--- config.mk ---
export PLATFORM = sky130hd
export DESIGN_NAME = hsv_hue_color_classifier
export DESIGN_NICKNAME = d
export VERILOG_FILES = /design/src/sv/hhc_pkg.sv /design/src/sv/hhc_front.sv /design/src/sv/hhc_queue.sv /design/src/sv/hhc_back.sv /design/src/sv/hsv_hue_color_classifier.sv
export SDC_FILE = /design/constraint.sdc
export NUM_CORES = 2
export LEC_CHECK = 0
export ABC_AREA = 1
export BUFFER_PORTS_ARGS = -buffer_cell sky130_fd_sc_hd__buf_2
export CORE_MARGIN = 2
export CORE_UTILIZATION = 55
export DETAILED_ROUTE_END_ITERATION = 8
export PLACE_DENSITY = 0.81
export SLEW_MARGIN = 15
export SYNTH_ARGS = -nofsm -noshare
export SYNTH_HDL_FRONTEND = slang
export SYNTH_SLANG_ARGS = --single-unit
--- constraint.sdc ---
create_clock -name aclk -period 10.9 [get_ports aclk]
set_input_delay 1.09 -clock aclk [delete_from_list [all_inputs] [get_ports aclk]]
set_output_delay 1.09 -clock aclk [all_outputs]
set_load 0.01 [all_outputs]
--- src/sv/hhc_pkg.sv ---
// ----------------------------------------------------------------------------
// hhc_pkg
// Shared types and constants of the hue color classifier.
// ----------------------------------------------------------------------------
`timescale 1ns / 1ps
`default_nettype none
package hhc_pkg;

    localparam int CHAN_W  = 8;
    localparam int PIX_W   = 24;
    localparam int POS_W   = 10;
    localparam int HUE_W   = 12;
    localparam int CLS_W   = 3;
    localparam int QUOT_W  = 10;
    localparam int DIV_W   = 18;
    localparam int CFG_IDX_W = 3;
    localparam int CFG_DATA_W = 12;

    localparam logic [DIV_W-1:0] HUE_SCALE = 18'd600;
    localparam logic [HUE_W-1:0] HUE_FULL  = 12'd3600;
    localparam logic [HUE_W-1:0] HUE_GREEN = 12'd1200;
    localparam logic [HUE_W-1:0] HUE_BLUE  = 12'd2400;
    localparam logic [HUE_W-1:0] HUE_TIE   = 12'd390;
    localparam logic [HUE_W-1:0] GREEN_LO  = 12'd850;
    localparam logic [HUE_W-1:0] GREEN_HI  = 12'd1250;
    localparam logic [HUE_W-1:0] BLUE_LO   = 12'd1950;
    localparam logic [HUE_W-1:0] BLUE_HI   = 12'd2350;

    localparam logic [CLS_W-1:0] CLS_NONE   = 3'd0;
    localparam logic [CLS_W-1:0] CLS_RED    = 3'd1;
    localparam logic [CLS_W-1:0] CLS_GREEN  = 3'd2;
    localparam logic [CLS_W-1:0] CLS_BLUE   = 3'd3;
    localparam logic [CLS_W-1:0] CLS_YELLOW = 3'd4;

    localparam logic [CFG_IDX_W-1:0] CFG_RED_LOW     = 3'd0;
    localparam logic [CFG_IDX_W-1:0] CFG_RED_HIGH    = 3'd1;
    localparam logic [CFG_IDX_W-1:0] CFG_YELLOW_LOW  = 3'd2;
    localparam logic [CFG_IDX_W-1:0] CFG_YELLOW_HIGH = 3'd3;
    localparam logic [CFG_IDX_W-1:0] CFG_BG_LOW      = 3'd4;
    localparam logic [CFG_IDX_W-1:0] CFG_BG_HIGH     = 3'd5;
    localparam logic [CFG_IDX_W-1:0] CFG_SAT_LIMIT   = 3'd6;
    localparam logic [CFG_IDX_W-1:0] CFG_MATCH_TOL   = 3'd7;

    typedef enum logic [2:0] {
        SEL_RG,
        SEL_RB,
        SEL_GR,
        SEL_BL,
        SEL_TIE
    } hue_sel_t;

    typedef struct packed {
        logic [HUE_W-1:0]  red_low;
        logic [HUE_W-1:0]  red_high;
        logic [HUE_W-1:0]  yellow_low;
        logic [HUE_W-1:0]  yellow_high;
        logic [HUE_W-1:0]  bg_low;
        logic [HUE_W-1:0]  bg_high;
        logic [CHAN_W-1:0] sat_limit;
        logic [CHAN_W-1:0] match_tol;
    } cfg_t;

    typedef struct packed {
        logic              uniform;
        logic [CHAN_W-1:0] sat;
        hue_sel_t          sel;
        logic              neg;
        logic [DIV_W-1:0]  rem;
        logic [CHAN_W-1:0] den;
        logic [POS_W-1:0]  x;
        logic [POS_W-1:0]  y;
    } item_t;

endpackage
`default_nettype wire

--- src/sv/hhc_front.sv ---
// ----------------------------------------------------------------------------
// hhc_front
// Input stage: neighbor uniformity check, hue case and divider operands.
// ----------------------------------------------------------------------------
`timescale 1ns / 1ps
`default_nettype none
module hhc_front (
    input  wire logic                        aclk,
    input  wire logic                        aresetn,
    input  wire logic                        in_valid,
    output logic                             in_ready,
    input  wire logic [hhc_pkg::PIX_W-1:0]   centre,
    input  wire logic [hhc_pkg::PIX_W-1:0]   above,
    input  wire logic [hhc_pkg::PIX_W-1:0]   below,
    input  wire logic [hhc_pkg::PIX_W-1:0]   right_px,
    input  wire logic [hhc_pkg::PIX_W-1:0]   left_px,
    input  wire logic [hhc_pkg::POS_W-1:0]   pos_x,
    input  wire logic [hhc_pkg::POS_W-1:0]   pos_y,
    input  wire logic [hhc_pkg::CHAN_W-1:0]  match_tol,
    output logic                             out_valid,
    input  wire logic                        out_ready,
    output hhc_pkg::item_t                   out_item
);

    logic           valid_reg;
    hhc_pkg::item_t item_reg;
    hhc_pkg::item_t item_next;
    logic [2:0]     near;
    logic [7:0]     r, g, b, mx, mn, num, den;
    logic           neg;
    hhc_pkg::hue_sel_t sel;

    assign in_ready  = !valid_reg || out_ready;
    assign out_valid = valid_reg;
    assign out_item  = item_reg;

    always_comb begin
        for (int c = 0; c < 3; c++) begin
            logic [9:0] sum;
            logic [7:0] m, cv, d;
            sum = 10'(above[c*8 +: 8]) + 10'(below[c*8 +: 8])
                + 10'(right_px[c*8 +: 8]) + 10'(left_px[c*8 +: 8]);
            m  = sum[9:2];
            cv = centre[c*8 +: 8];
            d  = (cv > m) ? cv - m : m - cv;
            near[c] = d < match_tol;
        end
    end

    always_comb begin
        r = centre[23:16];
        g = centre[15:8];
        b = centre[7:0];
        mx = r;
        mn = r;
        if (g > mx) mx = g;
        if (b > mx) mx = b;
        if (g < mn) mn = g;
        if (b < mn) mn = b;
        neg = 1'b0;
        num = '0;
        den = 8'd1;
        if (r > g && g >= b) begin
            sel = hhc_pkg::SEL_RG;
            num = g - b;
            den = r - b;
        end else if (r > g && b > g && r >= b) begin
            sel = hhc_pkg::SEL_RB;
            num = b - g;
            den = r - g;
        end else if (g > r && g > b) begin
            sel = hhc_pkg::SEL_GR;
            den = g - mn;
            neg = r > b;
            num = neg ? r - b : b - r;
        end else if (b > r && b > g) begin
            sel = hhc_pkg::SEL_BL;
            den = b - mn;
            neg = g > r;
            num = neg ? g - r : r - g;
        end else begin
            sel = hhc_pkg::SEL_TIE;
        end
        item_next.uniform = &near;
        item_next.sat     = mx - mn;
        item_next.sel     = sel;
        item_next.neg     = neg;
        item_next.rem     = hhc_pkg::DIV_W'(num) * hhc_pkg::HUE_SCALE;
        item_next.den     = den;
        item_next.x       = pos_x;
        item_next.y       = pos_y;
    end

    always_ff @(posedge aclk) begin
        if (!aresetn) begin
            valid_reg <= 1'b0;
        end else if (in_ready) begin
            valid_reg <= in_valid;
        end
        if (in_ready && in_valid) begin
            item_reg <= item_next;
        end
    end

endmodule
`default_nettype wire

--- src/sv/hhc_queue.sv ---
// ----------------------------------------------------------------------------
// hhc_queue
// Two-entry queue between the front and back sections.
// ----------------------------------------------------------------------------
`timescale 1ns / 1ps
`default_nettype none
module hhc_queue (
    input  wire logic            aclk,
    input  wire logic            aresetn,
    input  wire logic            push_valid,
    output logic                 push_ready,
    input  wire hhc_pkg::item_t  push_item,
    output logic                 pop_valid,
    input  wire logic            pop_ready,
    output hhc_pkg::item_t       pop_item
);

    hhc_pkg::item_t mem [2];
    logic       wr_ptr_reg, rd_ptr_reg;
    logic [1:0] count_reg, count_next;
    logic       push, pop;

    assign push_ready = count_reg != 2'd2;
    assign pop_valid  = count_reg != 2'd0;
    assign pop_item   = mem[rd_ptr_reg];
    assign push       = push_valid && push_ready;
    assign pop        = pop_valid && pop_ready;

    always_comb begin
        count_next = count_reg;
        if (push && !pop) count_next = count_reg + 2'd1;
        if (pop && !push) count_next = count_reg - 2'd1;
    end

    always_ff @(posedge aclk) begin
        if (!aresetn) begin
            wr_ptr_reg <= 1'b0;
            rd_ptr_reg <= 1'b0;
            count_reg  <= 2'd0;
        end else begin
            count_reg <= count_next;
            if (push) wr_ptr_reg <= !wr_ptr_reg;
            if (pop)  rd_ptr_reg <= !rd_ptr_reg;
        end
        if (push) begin
            mem[wr_ptr_reg] <= push_item;
        end
    end

endmodule
`default_nettype wire

--- src/sv/hhc_back.sv ---
// ----------------------------------------------------------------------------
// hhc_back
// Bit-per-stage hue divider followed by the classification register.
// ----------------------------------------------------------------------------
`timescale 1ns / 1ps
`default_nettype none
module hhc_back (
    input  wire logic                        aclk,
    input  wire logic                        aresetn,
    input  wire hhc_pkg::cfg_t               cfg,
    input  wire logic                        in_valid,
    output logic                             in_ready,
    input  wire hhc_pkg::item_t              in_item,
    output logic                             out_valid,
    input  wire logic                        out_ready,
    output logic                             out_keep,
    output logic [hhc_pkg::CLS_W-1:0]        out_class,
    output logic [hhc_pkg::HUE_W-1:0]        out_hue,
    output logic [hhc_pkg::POS_W-1:0]        out_x,
    output logic [hhc_pkg::POS_W-1:0]        out_y
);

    localparam int NSTG = hhc_pkg::QUOT_W;

    typedef struct packed {
        hhc_pkg::item_t               it;
        logic [hhc_pkg::QUOT_W-1:0]   quot;
    } stg_t;

    stg_t stg_reg [NSTG];
    stg_t stg_in  [NSTG];
    stg_t stg_out [NSTG];
    logic [NSTG-1:0] vld_reg;
    logic [NSTG-1:0] vld_in;
    logic            out_vld_reg;
    logic            adv;

    logic                       keep_next, band;
    logic [hhc_pkg::CLS_W-1:0]  cls_next;
    logic [hhc_pkg::HUE_W-1:0]  hue_next, q12;
    hhc_pkg::item_t             last;

    logic                       keep_reg;
    logic [hhc_pkg::CLS_W-1:0]  cls_reg;
    logic [hhc_pkg::HUE_W-1:0]  hue_reg;
    logic [hhc_pkg::POS_W-1:0]  x_reg, y_reg;

    assign adv       = !out_vld_reg || out_ready;
    assign in_ready  = adv;
    assign out_valid = out_vld_reg;
    assign out_keep  = keep_reg;
    assign out_class = cls_reg;
    assign out_hue   = hue_reg;
    assign out_x     = x_reg;
    assign out_y     = y_reg;

    for (genvar k = 0; k < NSTG; k++) begin : g_div
        localparam int BITPOS = NSTG - 1 - k;
        logic [hhc_pkg::DIV_W-1:0] trial;

        if (k == 0) begin : g_first
            assign stg_in[k] = '{it: in_item, quot: '0};
            assign vld_in[k] = in_valid;
        end else begin : g_rest
            assign stg_in[k] = stg_reg[k-1];
            assign vld_in[k] = vld_reg[k-1];
        end

        always_comb begin
            trial = hhc_pkg::DIV_W'(stg_in[k].it.den) << BITPOS;
            stg_out[k] = stg_in[k];
            if (stg_in[k].it.rem >= trial) begin
                stg_out[k].it.rem       = stg_in[k].it.rem - trial;
                stg_out[k].quot[BITPOS] = 1'b1;
            end
        end

        always_ff @(posedge aclk) begin
            if (!aresetn) begin
                vld_reg[k] <= 1'b0;
            end else if (adv) begin
                vld_reg[k] <= vld_in[k];
            end
            if (adv) begin
                stg_reg[k] <= stg_out[k];
            end
        end
    end

    always_comb begin
        last = stg_reg[NSTG-1].it;
        q12  = hhc_pkg::HUE_W'(stg_reg[NSTG-1].quot);
        unique case (last.sel)
            hhc_pkg::SEL_RG:  hue_next = q12;
            hhc_pkg::SEL_RB:  hue_next = hhc_pkg::HUE_FULL - q12;
            hhc_pkg::SEL_GR:  hue_next = last.neg ? hhc_pkg::HUE_GREEN - q12
                                                  : hhc_pkg::HUE_GREEN + q12;
            hhc_pkg::SEL_BL:  hue_next = last.neg ? hhc_pkg::HUE_BLUE - q12
                                                  : hhc_pkg::HUE_BLUE + q12;
            default:          hue_next = hhc_pkg::HUE_TIE;
        endcase
        band      = hue_next > cfg.bg_low && hue_next < cfg.bg_high;
        keep_next = last.uniform && !(band && last.sat < cfg.sat_limit);
        cls_next  = hhc_pkg::CLS_NONE;
        if (keep_next) begin
            if (hue_next > cfg.red_low || hue_next < cfg.red_high) begin
                cls_next = hhc_pkg::CLS_RED;
            end else if (hue_next > hhc_pkg::GREEN_LO && hue_next < hhc_pkg::GREEN_HI) begin
                cls_next = hhc_pkg::CLS_GREEN;
            end else if (hue_next > hhc_pkg::BLUE_LO && hue_next < hhc_pkg::BLUE_HI) begin
                cls_next = hhc_pkg::CLS_BLUE;
            end else if ((hue_next > cfg.yellow_low && hue_next < cfg.yellow_high)
                         || (band && last.sat > cfg.sat_limit)) begin
                cls_next = hhc_pkg::CLS_YELLOW;
            end
        end
    end

    always_ff @(posedge aclk) begin
        if (!aresetn) begin
            out_vld_reg <= 1'b0;
        end else if (adv) begin
            out_vld_reg <= vld_reg[NSTG-1];
        end
        if (adv) begin
            keep_reg <= keep_next;
            cls_reg  <= cls_next;
            hue_reg  <= hue_next;
            x_reg    <= last.x;
            y_reg    <= last.y;
        end
    end

endmodule
`default_nettype wire

--- src/sv/hsv_hue_color_classifier.sv ---
// ----------------------------------------------------------------------------
// hsv_hue_color_classifier
// Classifies a candidate pixel by hue after a neighbor uniformity check.
//
// Input stream s_*: one candidate per item (centre pixel, four neighbors,
// position). Output stream m_*: one result per item, in order.
// Configuration: cfg_wr_en/cfg_index/cfg_wdata write one threshold register
// per cycle; write only while the block holds no items.
// Path: a result shows on m_tvalid after its item passes one front register,
// one queue slot, ten divider stages and one output register. Throughput:
// one item per cycle while m_tready is high; the ten-stage restoring divider
// produces one quotient bit per stage.
// When m_tready is low the back pipeline holds; the two-entry queue and the
// front register then fill and s_tready drops.
// Reset (aresetn low, synchronous) empties all stages and restores the
// default thresholds.
// ----------------------------------------------------------------------------
`timescale 1ns / 1ps
`default_nettype none
module hsv_hue_color_classifier (
    input  wire logic         aclk,
    input  wire logic         aresetn,
    input  wire logic         s_tvalid,
    output logic              s_tready,
    // centre_pixel, above_pixel, below_pixel, right_pixel, left_pixel,
    // pos_x, pos_y, zero pad
    input  wire logic [143:0] s_tdata,
    output logic              m_tvalid,
    input  wire logic         m_tready,
    // keep, color_class, hue_tenths, out_x, out_y, zero pad
    output logic [39:0]       m_tdata,
    input  wire logic         cfg_wr_en,
    input  wire logic [hhc_pkg::CFG_IDX_W-1:0]  cfg_index,
    input  wire logic [hhc_pkg::CFG_DATA_W-1:0] cfg_wdata
);

    hhc_pkg::cfg_t  cfg_reg;
    hhc_pkg::item_t f_item, q_item;
    logic           f_valid, f_ready, q_valid, q_ready;
    logic           keep;
    logic [hhc_pkg::CLS_W-1:0] cls;
    logic [hhc_pkg::HUE_W-1:0] hue;
    logic [hhc_pkg::POS_W-1:0] ox, oy;

    always_ff @(posedge aclk) begin
        if (!aresetn) begin
            cfg_reg.red_low     <= 12'd3400;
            cfg_reg.red_high    <= 12'd219;
            cfg_reg.yellow_low  <= 12'd490;
            cfg_reg.yellow_high <= 12'd700;
            cfg_reg.bg_low      <= 12'd220;
            cfg_reg.bg_high     <= 12'd489;
            cfg_reg.sat_limit   <= 8'd50;
            cfg_reg.match_tol   <= 8'd5;
        end else if (cfg_wr_en) begin
            unique case (cfg_index)
                hhc_pkg::CFG_RED_LOW:     cfg_reg.red_low     <= cfg_wdata;
                hhc_pkg::CFG_RED_HIGH:    cfg_reg.red_high    <= cfg_wdata;
                hhc_pkg::CFG_YELLOW_LOW:  cfg_reg.yellow_low  <= cfg_wdata;
                hhc_pkg::CFG_YELLOW_HIGH: cfg_reg.yellow_high <= cfg_wdata;
                hhc_pkg::CFG_BG_LOW:      cfg_reg.bg_low      <= cfg_wdata;
                hhc_pkg::CFG_BG_HIGH:     cfg_reg.bg_high     <= cfg_wdata;
                hhc_pkg::CFG_SAT_LIMIT:   cfg_reg.sat_limit   <= cfg_wdata[7:0];
                hhc_pkg::CFG_MATCH_TOL:   cfg_reg.match_tol   <= cfg_wdata[7:0];
                default: ;
            endcase
        end
    end

    hhc_front u_front (
        .aclk      (aclk),
        .aresetn   (aresetn),
        .in_valid  (s_tvalid),
        .in_ready  (s_tready),
        .centre    (s_tdata[23:0]),
        .above     (s_tdata[47:24]),
        .below     (s_tdata[71:48]),
        .right_px  (s_tdata[95:72]),
        .left_px   (s_tdata[119:96]),
        .pos_x     (s_tdata[129:120]),
        .pos_y     (s_tdata[139:130]),
        .match_tol (cfg_reg.match_tol),
        .out_valid (f_valid),
        .out_ready (f_ready),
        .out_item  (f_item)
    );

    hhc_queue u_queue (
        .aclk       (aclk),
        .aresetn    (aresetn),
        .push_valid (f_valid),
        .push_ready (f_ready),
        .push_item  (f_item),
        .pop_valid  (q_valid),
        .pop_ready  (q_ready),
        .pop_item   (q_item)
    );

    hhc_back u_back (
        .aclk      (aclk),
        .aresetn   (aresetn),
        .cfg       (cfg_reg),
        .in_valid  (q_valid),
        .in_ready  (q_ready),
        .in_item   (q_item),
        .out_valid (m_tvalid),
        .out_ready (m_tready),
        .out_keep  (keep),
        .out_class (cls),
        .out_hue   (hue),
        .out_x     (ox),
        .out_y     (oy)
    );

    assign m_tdata = {4'd0, oy, ox, hue, cls, keep};

endmodule
`default_nettype wire

==> Word level (Yosys, flattened, before mapping) <==
Memories as Yosys holds them, arrays and structs flattened. A register that Yosys moved wholly into a read port is not among the register bits.
Index checks and enable logic that the tools add are counted.
{ "totals": {"out_inout_bits": 42, "ram_bits": 802, "wordCells": 237, "latch_bits": 0, "in_bits": 164, "rom_bits": 0, "memories": 2, "regBits": 196} }
{ "memory_table": {"columns": ["memory", "depth", "width", "read_ports", "rd_clocked_by_memory_dff", "wr", "line_no", "text"], "rows": [
  ["u_back.stg_reg", 10, 69, 10, 0, 10, "hhc_back.sv:30", "stg_t stg_reg [NSTG];"],
  ["u_queue.mem", 2, 56, 1, 1, 1, "hhc_queue.sv:18", "hhc_pkg::item_t mem [2];"]
]} }
{ "classes": {"n_reduce_logical": 45, "n_lt_le_gt_ge": 39, "multipliers": 1, "eq_ne": 11, "bitwise_logic": 1, "div": 0, "muxes": 57, "shifts": 0, "add_sub_neg": 41} }
{ "ops": {"columns": ["op", "n"], "rows": [
  ["$mux 18", 10],
  ["$mux 8", 17],
  ["$sub 8x8->8", 15],
  ["$gt 8x8->1", 11],
  ["$add 10x8->10", 6],
  ["$lt 8x8->1", 6],
  ["$pmux 12 s4", 1],
  ["$gt 12x12->1", 3],
  ["$lt 12x12->1", 3],
  ["$add 8x8->9", 3],
  ["$mux 12", 2],
  ["$mux 1", 20],
  ["$ge 18x10->1", 1],
  ["$ge 18x11->1", 1],
  ["$ge 18x12->1", 1],
  ["$ge 18x13->1", 1],
  ["$ge 18x14->1", 1],
  ["$ge 18x15->1", 1],
  ["$ge 18x16->1", 1],
  ["$ge 18x17->1", 1],
  ["$ge 18x8->1", 1],
  ["$ge 18x9->1", 1],
  ["$sub 18x10->18", 1],
  ["$sub 18x11->18", 1],
  ["38 further kinds", 86]
]} }

==> Longest topological paths before layout <==
An unclocked memory read counts as a cell.
{ "depth": {"ltp_word": 12, "ltp_mapped": 36} }

==> Hierarchy <==
Synthesis repeated with hierarchy kept, for this count alone.
{ "unflattened": {"cells_unflattened": 4335, "hier_area_um2": 47857.1} }
{ "by_module_without_submodules": {"columns": ["module", "instances", "area_each_um2", "seq_area_each_um2", "cells_per_inst"], "rows": [
  ["hhc_back", 1, 28797.6, 19889.1, 2221],
  ["hhc_front", 1, 11138.2, 1701.6, 1418],
  ["hhc_queue", 1, 4538.1, 3643.5, 220],
  ["hsv_hue_color_classifier", 1, 3383.2, 1761.7, 476]
]} }

==> Least setup slack after synthesis <==
OpenSTA, ideal clock, no wires.
{ "synth_path": {"path_kind": "in2reg", "start": "input port m_tready", "end": "register u_back.cls_reg, in the netlist u_back.out_class[0] (enable)", "stages": 2, "path_slack_ns": 2.344, "arrival_time_ns": 7.856, "path_cell_list": "nor2_1 inv_2"} }
{ "synth_between": {"elab_chain_cells": 1} }
{ "synth_lines": {"columns": ["item", "line_no", "text"], "rows": [
  ["start, declared", "hsv_hue_color_classifier.sv:29", "input wire logic m_tready,"],
  ["$logic_or 1x1->1", "hhc_back.sv:48", "assign adv = !out_vld_reg || out_ready;"],
  ["end signal, assigned", "hhc_back.sv:127", "cls_reg <= cls_next;"],
  ["end, declared", "hhc_back.sv:44", "logic [hhc_pkg::CLS_W-1:0] cls_reg;"]
]} }
Every way passes these cells.
A chain may end at the register's enable or synchronous reset.

==> report_table.html <==
<table>
<tr><th>Metric</th><th>Value</th></tr>
<tr><th colspan="2">Outcome</th></tr>
<tr><td>Status</td><td>finished clean</td></tr>
<tr><th colspan="2">GRT</th></tr>
<tr><td>Overflow after GRT</td><td>0</td></tr>
<tr><td>Number of global-route vias before repair</td><td>29100</td></tr>
<tr><td>First-pass GRT wire length</td><td>142000 microns</td></tr>
<tr><td>Gr usage total</td><td>0.205</td></tr>
<tr><td>Initial antenna violation count</td><td>1</td></tr>
<tr><td>Pin count of the biggest net entering global routing</td><td>213</td></tr>
<tr><th colspan="2">STA</th></tr>
<tr><td>Slew Limit Fails</td><td>0</td></tr>
<tr><td>Slew of the pin with the lowest slew margin</td><td>1.06 ns</td></tr>
<tr><td>Worst-case clock skew</td><td>0.0486 ns</td></tr>
<tr><td>Part of the cycle the worst path needs</td><td>0.721</td></tr>
<tr><td>RSZ-0062 raised after global routing</td><td>no</td></tr>
<tr><td>Count of final hold-check violations</td><td>0</td></tr>
<tr><td>Worst slew margin relative to its limit</td><td>0.294</td></tr>
<tr><td>Smallest setup slack after layout</td><td>3.05 ns</td></tr>
<tr><td>Minimum clock period after layout</td><td>7.85 ns</td></tr>
<tr><td>Accumulated negative setup slack</td><td>0 ns</td></tr>
<tr><td>Maximum clock rate</td><td>0.127 GHz</td></tr>
<tr><td>Setup-violating endpoint count in the final report</td><td>0</td></tr>
<tr><th colspan="2">Cells and area</th></tr>
<tr><td>Final std cell area, no fill</td><td>50900 sq um</td></tr>
<tr><td>Max reg flops</td><td>595</td></tr>
<tr><td>Most common library cell in the layout ignoring fill and taps</td><td>edfxtp_1</td></tr>
<tr><td>Final net count</td><td>5021</td></tr>
<tr><td>Fillers</td><td>6181</td></tr>
<tr><td>Top library cells by usage in the layout, fill and taps aside</td><td>799 x edfxtp_1, 641 x nand2_1, 609 x inv_1, 403 x ha_1, 337 x a21oi_1</td></tr>
<tr><td>Fraction of the core area covered by cells at the end of the flow</td><td>0.618</td></tr>
<tr><td>Share of post-route cells with drive strength above 1</td><td>0.0895</td></tr>
<tr><td>Area growth syn-to-layout</td><td>10.8%</td></tr>
<tr><th colspan="2">Pwr</th></tr>
<tr><td>Reported leakage power</td><td>22.4 nW</td></tr>
<tr><td>Power density of the placed cells</td><td>287 nW/um^2</td></tr>
<tr><td>Proportion of power drawn by combinational gates</td><td>0.388</td></tr>
<tr><td>Worst IR Drop VDD</td><td>0.144 mV</td></tr>
<tr><td>Switching power share of the total</td><td>0.360</td></tr>
<tr><td>Sequential share of power</td><td>0.410</td></tr>
<tr><td>Clock network fraction of total power</td><td>0.202</td></tr>
<tr><td>Power Internal</td><td>9.33 mW</td></tr>
<tr><td>Final Total Pwr</td><td>14.6 mW</td></tr>
<tr><td>Net Sw Power</td><td>5.25 mW</td></tr>
<tr><th colspan="2">Clocking</th></tr>
<tr><td>CTS tree</td><td>done</td></tr>
<tr><td># hold bufs at CTS</td><td>0</td></tr>
<tr><td>Maximum buffer depth of the clock tree</td><td>3</td></tr>
<tr><td>Max H-tree Level</td><td>3</td></tr>
<tr><td>Clk sinks</td><td>904</td></tr>
<tr><td>Post-CTS repair timing setup buffer count</td><td>0</td></tr>
<tr><td>Clock transition at the registers of the reported paths</td><td>0.06 ns</td></tr>
<tr><td>Post-cts repair resize count</td><td>0</td></tr>
<tr><td>Source-to-sink clock delay at the later pin of the worst-skew pair</td><td>0.67 ns</td></tr>
<tr><td>Clock buffers created by TritonCTS</td><td>86</td></tr>
<tr><td>Clock root buffer master</td><td>clkbuf_16</td></tr>
<tr><th colspan="2">Synthesis</th></tr>
<tr><td>Post-synthesis cell area</td><td>45900 sq um</td></tr>
<tr><td>Most instantiated flip-flop cell in the synthesis netlist</td><td>edfxtp_1</td></tr>
<tr><td>Synth Register Bits</td><td>904</td></tr>
<tr><td>Area share of the leading cell type in the synthesized netlist</td><td>0.522</td></tr>
<tr><td>Average size of a mapped cell</td><td>11.0 sq um</td></tr>
<tr><td>Sequential element share of the synthesized area</td><td>0.568</td></tr>
<tr><td>Post-Synthesis Cells</td><td>4178</td></tr>
<tr><td>Warnings, synthesis</td><td>0</td></tr>
<tr><td>Distinct cells, synth</td><td>64</td></tr>
<tr><td>Share of flip-flops with an asynchronous set or reset after synthesis</td><td>0</td></tr>
<tr><td>Area contributors post-synth</td><td>edfxtp_1 52%, ha_1 11%, nand2_1 5.2%</td></tr>
<tr><td>Number of enable-type register cells in the synthesized netlist</td><td>799</td></tr>
<tr><td>Most area-hungry cell type in the Yosys netlist</td><td>edfxtp_1</td></tr>
<tr><th colspan="2">Setup path</th></tr>
<tr><td>Max stage delay cell, worst path</td><td>nand2_1</td></tr>
<tr><td>Kind of capture point of the worst setup path</td><td>flip-flop</td></tr>
<tr><td>Critical path start-end classification</td><td>input port to flip-flop</td></tr>
<tr><td>Launching element type of the critical path</td><td>input port</td></tr>
<tr><td>Critical Path Max Stage Delay</td><td>0.64 ns</td></tr>
<tr><td>Crit path DAT</td><td>8.27 ns</td></tr>
<tr><td>Top fanout value on the critical path</td><td>25</td></tr>
<tr><td>Data required, critical path</td><td>11.32 ns</td></tr>
<tr><th colspan="2">Route</th></tr>
<tr><td>Post-route ant nets</td><td>0</td></tr>
<tr><td>DRC marker count from the first detailed-route iteration</td><td>2032</td></tr>
<tr><td>Total iterations of the first detailed-routing run</td><td>6</td></tr>
<tr><td>Detail-routed via count per cell</td><td>5.36</td></tr>
<tr><td>Vias</td><td>29700</td></tr>
<tr><td>Wire length reported by the detailed router</td><td>88700 microns</td></tr>
<tr><td>Per-cell routed wire length</td><td>16.0 microns</td></tr>
<tr><td>DRC violation count after routing</td><td>0</td></tr>
<tr><th colspan="2">Floorplan</th></tr>
<tr><td>Width of the die</td><td>293 microns</td></tr>
<tr><td>Core ar.</td><td>82400 sq um</td></tr>
<tr><td>Starting utilization of the core area</td><td>0.558</td></tr>
<tr><td># rows</td><td>105</td></tr>
<tr><td>Die ar.</td><td>85800 sq um</td></tr>
<tr><td># IOs</td><td>206</td></tr>
<tr><td>DIE HEIGHT</td><td>293 microns</td></tr>
<tr><th colspan="2">Placement</th></tr>
<tr><td>Placement-stage worst setup slack</td><td>2.42 ns</td></tr>
<tr><td>Post-place instance area</td><td>48000 sq um</td></tr>
<tr><td>Routability cong.</td><td>0.924</td></tr>
<tr><td>Half-perimeter wire length of the detailed placement result</td><td>61900 microns</td></tr>
<tr><td>Number of buffer cells added on primary ports</td><td>197</td></tr>
<tr><th colspan="2">Min path</th></tr>
<tr><td>Worst min path class</td><td>flip-flop to flip-flop</td></tr>
<tr><th colspan="2">Job</th></tr>
<tr><td>Max-cap viol count</td><td>0</td></tr>
</table>
-- power by group through the flow --
stage	clock network, mW	logic [mW]	registers (mW)
after floorplan	0	4.25	5.85
after global placement	0	5.31	5.93
after detailed placement	0	5.54	6.03
after CTS	3.02	5.63	5.99
after global routing	3.14	6.43	6.11
final	2.94	5.66	5.98
-- final cells by class --
type,instances,area [sq um],area share
diodes,1,2.50,0.0000492
clock buffers,113,2290,0.0449
well taps,1070,1340,0.0263
multi-input cells,2574,17100,0.337
clock inverters,48,569,0.0112
flip-flops and latches,904,26100,0.513
inverters,620,2340,0.0459
repair buffers,210,1110,0.0218
-- kinds of logic (layout without fill, tap and decap cells) --
kind of cell,after synthesis,in the layout,synth area share
AND/OR/NAND/NOR,1103,1103,0.100
flip-flops,904,904,0.568
AO/OA/AOI/OAI,803,803,0.0977
buffers and inverters,703,991,0.0594
adder cells (fa/ha/maj),461,461,0.135
XOR/XNOR,180,180,0.0343
multiplexers,23,23,0.00515
other,1,5,0.0000816
-- final timing paths --
check	slack, ns	from	cells after the start	endpoint
setup / recovery	3.05	s_tdata[1]	29	u_front.out_item[45]$_DFFE_PP_
hold / removal	0.39	u_back.stg_reg[6][66]$_DFFE_PN_	0	u_back.stg_reg[7][66]$_DFFE_PN_
hold reg to reg	0.39	u_back.stg_reg[6][66]$_DFFE_PN_	0	u_back.stg_reg[7][66]$_DFFE_PN_
setup reg to reg	6.33	u_back.stg_reg[9][0]$_DFFE_PN_	23	u_back.out_class[2]$_SDFFCE_PP0N_
-- cells in the mapped netlist (all sizes together) (2+ instances only) --
cell type and number:
edfxtp 799, nand2 651, inv 619, ha 403, a21oi 338, o21ai 303
nor2 241, nand3 112, xor2 112, dfxtp 105, xnor2 68, o211ai 64
fa 58, clkbuf 48, buf 35, nand4 33, nor3 23, or2 21
o21bai 19, mux2i 18, o221ai 15, a211oi 14, nor4 10, a21o 8
a31oi 7, nand3b 7, o22ai 7, o31ai 6, a221oi 5, mux2 5
o2111ai 4, o21a 4, a21boi 3, a211o 2, and2 2
-- metrics by stage --
stage          cells  hold WS (ns)
2_1_floorplan   4181         0.400
3_3_place_gp    5378         0.400
3_5_place_dp    5378         0.405
4_1_cts         5539         0.392
5_1_grt         5540         0.394
6_report        5540         0.395
-- metal layers --
metal  global-route usage  vias up  wire length [microns]
met1                0.254    13900                  37300
met3               0.0272      195                   4090
met2                0.367      778                  44500
met5                    0        -                      0
li1                     -    14800                      -
met4               0.0745        0                   2800
-- worst max-delay path, delay by kind of cell --
family	cells	cell delay (ns)
compound gates	11	2.05
simple gates	6	1.26
fa+ha+maj	6	2.58
buf+inv	6	1.26
Note: power is estimated with default switching activity, not from simulation.
